File: src/ospc_pkg.sv
package ospc_pkg;

   // default sizes
   localparam int TABLE_ENTRIES_DEF = 64;
   localparam int MAX_SAMPLES_DEF   = 16;
   localparam int AVERAGE_COUNT_DEF = 3;
   localparam int SKIP_OLDEST_DEF   = 1;

   // configuration port
   localparam int CSR_ADDR_W = 4;
   localparam logic [1:0] REG_THRESHOLD = 2'd0;
   localparam logic [1:0] REG_WINDOW    = 2'd1;
   localparam logic [1:0] REG_CAPACITY  = 2'd2;

   localparam logic [19:0] THRESHOLD_RST = 20'd2000;
   localparam logic [3:0]  WINDOW_RST    = 4'd5;
   localparam logic [6:0]  CAPACITY_RST  = 7'd64;

   // result status codes
   localparam logic [1:0] STATUS_UPDATED  = 2'd0;
   localparam logic [1:0] STATUS_INSERTED = 2'd1;
   localparam logic [1:0] STATUS_REPEAT   = 2'd2;
   localparam logic [1:0] STATUS_FULL     = 2'd3;

   // speed arithmetic
   localparam logic [19:0] SPEED_MAX     = 20'hFFFFF;
   localparam int          SCALE_W       = 40;
   localparam logic [63:0] TIME_SCALE_SQ = 64'd1000000000000;

   // eviction and window limits
   localparam logic [2:0] STALE_LOW   = 3'd5;
   localparam logic [2:0] STALE_HIGH  = 3'd2;
   localparam int         MIN_RECORDS = 4;

   typedef enum logic [3:0] {
      ST_IDLE,
      ST_SEARCH,
      ST_EVICT,
      ST_INSERT,
      ST_CHECK,
      ST_SUM,
      ST_SPEED_GO,
      ST_SPEED,
      ST_RESULT
   } ctrl_state_type;

   typedef enum logic [2:0] {
      PH_IDLE,
      PH_SQX,
      PH_SQY,
      PH_SCALE,
      PH_SQRT,
      PH_DIV,
      PH_DONE
   } speed_phase_type;

   typedef struct packed {
      logic       capture;
      logic       sweep_clear;
      logic       sweep;
      logic       evict_mode;
      logic       insert;
      logic       append;
      logic       sum;
      logic       speed_start;
      logic       eval;
      logic       publish;
      logic [1:0] code;
   } ctrl_cmd_type;

   typedef struct packed {
      logic match;
      logic sweep_last;
      logic evict_needed;
      logic free_found;
      logic same_frame;
      logic enough;
      logic sum_last;
      logic speed_done;
      logic out_free;
   } dp_sts_type;

endpackage

File: src/ospc_speed.sv
module ospc_speed #(
   parameter int PW = 35,
   parameter int TW = 51,
   parameter int RW = 56
) (
   input  logic          clock,
   input  logic          reset,
   input  logic          start,
   input  logic [PW-1:0] sx,
   input  logic [PW-1:0] sy,
   input  logic [TW-1:0] st,
   output logic          done,
   output logic [RW-1:0] speed
);

   localparam int SW  = ospc_pkg::SCALE_W;
   localparam int MWE = 2 * RW;
   localparam int BW  = (PW > SW) ? PW : SW;
   localparam int NMX = (BW > RW) ? BW : RW;
   localparam int NW  = $clog2(NMX + 1);

   ospc_pkg::speed_phase_type phase_ff, phase_in;
   logic [MWE-1:0] acc_ff, acc_in;
   logic [MWE-1:0] mcand_ff, mcand_in;
   logic [BW-1:0]  mplier_ff, mplier_in;
   logic [NW-1:0]  cnt_ff, cnt_in;
   logic [PW-1:0]  ay_ff, ay_in;
   logic [TW-1:0]  st_ff, st_in;
   logic [RW-1:0]  root_ff, root_in;
   logic [RW:0]    rem_ff, rem_in;
   logic [TW-1:0]  drem_ff, drem_in;

   logic [PW-1:0]  ax, ay;
   logic [MWE-1:0] acc_add;
   logic [RW+2:0]  rem_sh, trial;
   logic           sq_ge;
   logic [TW-1:0]  drem_sh, dvs;
   logic           dv_ge;
   logic           st_ok;
   logic           last;

   // magnitudes, step arithmetic
   always_comb begin
      ax      = sx[PW-1] ? (~sx + 1'b1) : sx;
      ay      = sy[PW-1] ? (~sy + 1'b1) : sy;
      st_ok   = !st[TW-1] && (st != '0);
      acc_add = acc_ff + (mplier_ff[0] ? mcand_ff : '0);
      rem_sh  = {rem_ff, acc_ff[MWE-1 -: 2]};
      trial   = {1'b0, root_ff, 2'b01};
      sq_ge   = rem_sh >= trial;
      drem_sh = {drem_ff[TW-2:0], root_ff[RW-1]};
      dvs     = {1'b0, st_ff[TW-2:0]};
      dv_ge   = drem_sh >= dvs;
      last    = cnt_ff == NW'(1);
   end

   // sequencer: squares, scale, root, divide
   always_comb begin
      phase_in  = phase_ff;
      acc_in    = acc_ff;
      mcand_in  = mcand_ff;
      mplier_in = mplier_ff;
      cnt_in    = cnt_ff;
      ay_in     = ay_ff;
      st_in     = st_ff;
      root_in   = root_ff;
      rem_in    = rem_ff;
      drem_in   = drem_ff;
      if (start) begin
         st_in = st;
         if (!st_ok) begin
            root_in  = RW'(ospc_pkg::SPEED_MAX);
            phase_in = ospc_pkg::PH_DONE;
         end else begin
            mcand_in  = MWE'(ax);
            mplier_in = BW'(ax);
            ay_in     = ay;
            acc_in    = '0;
            cnt_in    = NW'(PW);
            phase_in  = ospc_pkg::PH_SQX;
         end
      end else begin
         case (phase_ff)
            ospc_pkg::PH_SQX, ospc_pkg::PH_SQY, ospc_pkg::PH_SCALE: begin
               acc_in    = acc_add;
               mcand_in  = mcand_ff << 1;
               mplier_in = mplier_ff >> 1;
               cnt_in    = cnt_ff - 1'b1;
               if (last) begin
                  case (phase_ff)
                     ospc_pkg::PH_SQX: begin
                        mcand_in  = MWE'(ay_ff);
                        mplier_in = BW'(ay_ff);
                        cnt_in    = NW'(PW);
                        phase_in  = ospc_pkg::PH_SQY;
                     end
                     ospc_pkg::PH_SQY: begin
                        mcand_in  = acc_add;
                        acc_in    = '0;
                        mplier_in = BW'(ospc_pkg::TIME_SCALE_SQ);
                        cnt_in    = NW'(SW);
                        phase_in  = ospc_pkg::PH_SCALE;
                     end
                     default: begin
                        rem_in   = '0;
                        root_in  = '0;
                        cnt_in   = NW'(RW);
                        phase_in = ospc_pkg::PH_SQRT;
                     end
                  endcase
               end
            end
            ospc_pkg::PH_SQRT: begin
               rem_in  = (RW+1)'(sq_ge ? (rem_sh - trial) : rem_sh);
               root_in = {root_ff[RW-2:0], sq_ge};
               acc_in  = acc_ff << 2;
               cnt_in  = cnt_ff - 1'b1;
               if (last) begin
                  drem_in  = '0;
                  cnt_in   = NW'(RW);
                  phase_in = ospc_pkg::PH_DIV;
               end
            end
            ospc_pkg::PH_DIV: begin
               drem_in = dv_ge ? (drem_sh - dvs) : drem_sh;
               root_in = {root_ff[RW-2:0], dv_ge};
               cnt_in  = cnt_ff - 1'b1;
               if (last) begin
                  phase_in = ospc_pkg::PH_DONE;
               end
            end
            default: begin
               phase_in = phase_ff;
            end
         endcase
      end
   end

   always_ff @(posedge clock) begin
      if (reset) begin
         phase_ff <= ospc_pkg::PH_IDLE;
      end else begin
         phase_ff <= phase_in;
      end
   end

   always_ff @(posedge clock) begin
      acc_ff    <= acc_in;
      mcand_ff  <= mcand_in;
      mplier_ff <= mplier_in;
      cnt_ff    <= cnt_in;
      ay_ff     <= ay_in;
      st_ff     <= st_in;
      root_ff   <= root_in;
      rem_ff    <= rem_in;
      drem_ff   <= drem_in;
   end

   assign done  = phase_ff == ospc_pkg::PH_DONE;
   assign speed = root_ff;

endmodule

File: config.mk
export PLATFORM = sky130hd
export DESIGN_NAME = ospc_speed
export DESIGN_NICKNAME = d
export VERILOG_FILES = /design/src/ospc_pkg.sv /design/src/ospc_speed.sv
export SDC_FILE = /design/constraint.sdc
export NUM_CORES = 1
export LEC_CHECK = 0
export BUFFER_PORTS_ARGS = -buffer_cell sky130_fd_sc_hd__buf_2
export CAP_MARGIN = 0
export CORE_ASPECT_RATIO = 1.25
export CORE_UTILIZATION = 30
export DETAILED_ROUTE_END_ITERATION = 7
export SETUP_SLACK_MARGIN = 0.15
export SKIP_CTS_REPAIR_TIMING = 1
export SLEW_MARGIN = 10
export SYNTH_ARGS = -nofsm -noshare
export SYNTH_HDL_FRONTEND = slang
export SYNTH_SLANG_ARGS = --single-unit
File: constraint.sdc
create_clock -name clock -period 15 [get_ports clock]
set_input_delay 1.5 -clock clock [delete_from_list [all_inputs] [get_ports clock]]
set_output_delay 1.5 -clock clock [all_outputs]
set_load 0.03 [all_outputs]
==> flow_metrics.env <==
export IMPL_final_common_cell="edfxtp_1"
export IMPL_syn_num_nets=4457
export IMPL_p_switching_mw=1.58
export IMPL_final_cell_mix="edfxtp_1 (518), nand2_1 (371), a21oi_1 (332)"
export IMPL_cts_root_buf="clkbuf_16"
export IMPL_vias=32400
export IMPL_avgRoutedWirePerCell_um=19.9
export IMPL_synth_distinct_cells=85
export IMPL_drive_above_1_share_pct=8.62
export IMPL_max_cap_viol_count=0
export IMPL_syn_area_per_cell_sq_um=9.29
export IMPL_final_max_slew_viol_count=0
export IMPL_worstMarginPinSlew_ps=1180
export IMPL_seqPwrFrac_pct=39.0
export IMPL_endpoint="acc_ff[97]"
export IMPL_rsz0062_at_grt="no"
export IMPL_synth_compound_area_share_pct=22.0
export IMPL_clock_latency_ps=690
export IMPL_setup_viol=0
export IMPL_cts_clk_slew_worst_paths_ps=70
export IMPL_finalClockSkew_ps=63.8
export IMPL_grt_pass1_wl_um=182000
export IMPL_synthMuxAreaShare_pct=2.40
export IMPL_hp_start="mplier_ff[39]"
export IMPL_start_kind="flop"
export IMPL_startpoint="mplier_ff[0]"
export IMPL_powerDensity_nw_per_um2=111
export IMPL_core_rowCount=145
export IMPL_core_area_sq_um=126000
export IMPL_antenna_left=0
export IMPL_hold_path_class="reg2reg"
export IMPL_die_w_um=321
export IMPL_finalCritPeriodShare_pct=36.8
export IMPL_synth_cells=4108
export IMPL_numCtsBuffers=57
export IMPL_synth_adder_area_share_pct=7.42
export IMPL_final_util_pct=34.0
export IMPL_antenna_found_initial=3
export IMPL_clkPwrFrac_pct=33.1
export IMPL_drtIter0Drc=2341
export IMPL_synth_top_family_by_area="compound AO/OA/AOI/OAI gates"
export IMPL_drc=0
export IMPL_slew_headroom_pct=21.2
export IMPL_fmax_mhz=181
export IMPL_arrival_ps=5880
export IMPL_power_frac_comb_pct=27.9
export IMPL_reg2reg_slack_ps=9490
export IMPL_viasPerCell=5.52
export IMPL_status="finished clean"
export IMPL_setup_tns_final_ps=0
export IMPL_switching_share_pct=33.4
export IMPL_r2r_start="mplier_ff[0]"
export IMPL_antenna_cells=0
export IMPL_grt_util_all_layers_pct=17.6
export IMPL_hold_viol_final=0
export IMPL_r2r_cells=13
export IMPL_ys_seq_area_share_pct=40.9
export IMPL_gp_congestion=0.929
export IMPL_min_period_ps=5510
export IMPL_grt_overflow=0
export IMPL_yosys_warnings=0
export IMPL_ys_ff_latch=521
export IMPL_p_int_mw=3.15
export IMPL_syn_cell_area_sq_um=38200
export IMPL_cp_max_fo=112
export IMPL_ys_flop_type="edfxtp_1"
export IMPL_die_h_um=401
export IMPL_area_growth_pct=11.7
export IMPL_synth_edf_count=518
export IMPL_cp_required_ps=15370
export IMPL_synth_async_reset_ratio_pct=0
export IMPL_clock_path_buffers=3
export IMPL_power_leakage_nw=16.8
export IMPL_worstSetupPathType="reg2reg"
export IMPL_htreeDepth=2
export IMPL_grt_max_degree=145
export IMPL_dr_pass1_iters=6
export IMPL_finalNetCount=4479
export IMPL_dieArea_sq_um=129000
export IMPL_n_fill_cell=13000
export IMPL_io_buffer_count=180
export IMPL_synth_xor_area_share_pct=6.08
export IMPL_stdcell_area_sq_um=42600
export IMPL_cts_tree="built"
export IMPL_post_dp_cell_area_sq_um=40600
export IMPL_ir_worst_vdd_uv=102
export IMPL_synth_simple_area_share_pct=17.0
export IMPL_totalWireLength_um=117000
export IMPL_cts_sinks=521
export IMPL_grt_pass1_vias=32100
export IMPL_initial_core_util_pct=30.4
export IMPL_r2r_end="acc_ff[97]"
export IMPL_dp_hpwl_um=84400
export IMPL_io_pins=181
export IMPL_end_kind="flop"
[state kept, by name (all words and copies together) (netlist names)]
register	count
acc_ff	112
rem_ff	57
drem_ff	50
ay_ff	35
cnt_ff	6
speed	56
st_ff	50
mcand_ff	112
phase_ff	3
mplier_ff	40
[power by group through the flow]
stage / Clock [mW] / Sequential [mW] / Combinational, mW
CTS: 1.61 / 1.85 / 1.31
global placement: 0 / 1.88 / 1.30
global route: 1.65 / 1.86 / 1.45
finish: 1.57 / 1.85 / 1.32
floorplan: 0 / 1.88 / 0.940
detailed placement: 0 / 1.88 / 1.30
[worst min path at each step]
stage,to,slack (ps),cells after the start
after CTS,mplier_ff[38],520,2
final,mplier_ff[38],530,2
after detailed placement,mplier_ff[38],510,2
after floorplan,mplier_ff[35],490,2
after global routing,mplier_ff[12],550,1
after global placement,mplier_ff[38],500,2
[cell families (layout without fill, tap and decap cells)]
family / Yosys count / after routing
fa+ha+maj: 225 / 225
mux: 91 / 91
simple gates: 1322 / 1322
buf+inv: 424 / 492
compound gates: 1260 / 1260
flops: 521 / 521
xor+xnor: 265 / 265
[synth_stat cells, types with 85 or more instances]
master	n	share of area [%]
nand2_1	373	3.7
edfxtp_1	518	41
ha_1	223	7.3
a21oi_1	334	4.4
mux2i_1	88	2.3
o21ai_0	229	3.0
xnor2_1	180	4.1
nand4_1	110	1.8
xor2_1	85	2.0
a21o_1	137	2.7
and2_1	131	2.1
clkbuf_1	210	2.1
a22o_1	112	2.6
nor2_1	331	3.3
inv_1	176	1.7
[per-layer routing]
layer  global-route usage (%)  up-vias  share of wire [%]
met5                        0        -              0.026
met4                     7.03        4                4.1
met3                     2.11      262                4.8
met2                     31.1      940                 50
met1                     21.5    15800                 41
li1                         -    15400                  -
[metrics by stage]
step / power, mW / worst slack [ps] / cells / hold WS [ps]
after detailed placement: 3.18 / 9390 / 5761 / 506
after global placement: 3.18 / 9400 / 5761 / 496
after floorplan: 2.82 / 905 / 4108 / 492
after CTS: 4.77 / 9560 / 5866 / 525
final: 4.74 / 9490 / 5866 / 529
after global routing: 4.96 / 9100 / 5866 / 551
[critical path, stage by stage, from the launching register on]
cell       delay (ps)
edfxtp_1          320
buf_4             740
and2_1            250
ha_1              310
a21oi_1           170
o21ai_0           150
a221oi_1          500
o22ai_1           240
a2111oi_1         980
nor3_1            170
nor3_1            750
a31oi_1           210
xnor2_1           210
o21ai_0            90
[cell type report]
type | instances | area [sq um] | area share (%)
multi-input cells | 3163 | 21100 | 49.4
flip-flops and latches | 521 | 15600 | 36.6
well taps | 1690 | 2110 | 4.96
clock buffers | 61 | 1440 | 3.38
repair buffers | 210 | 1140 | 2.68
inverters | 177 | 666 | 1.56
clock inverters | 44 | 607 | 1.42
No activity file was read; power rests on OpenSTA's default activity.
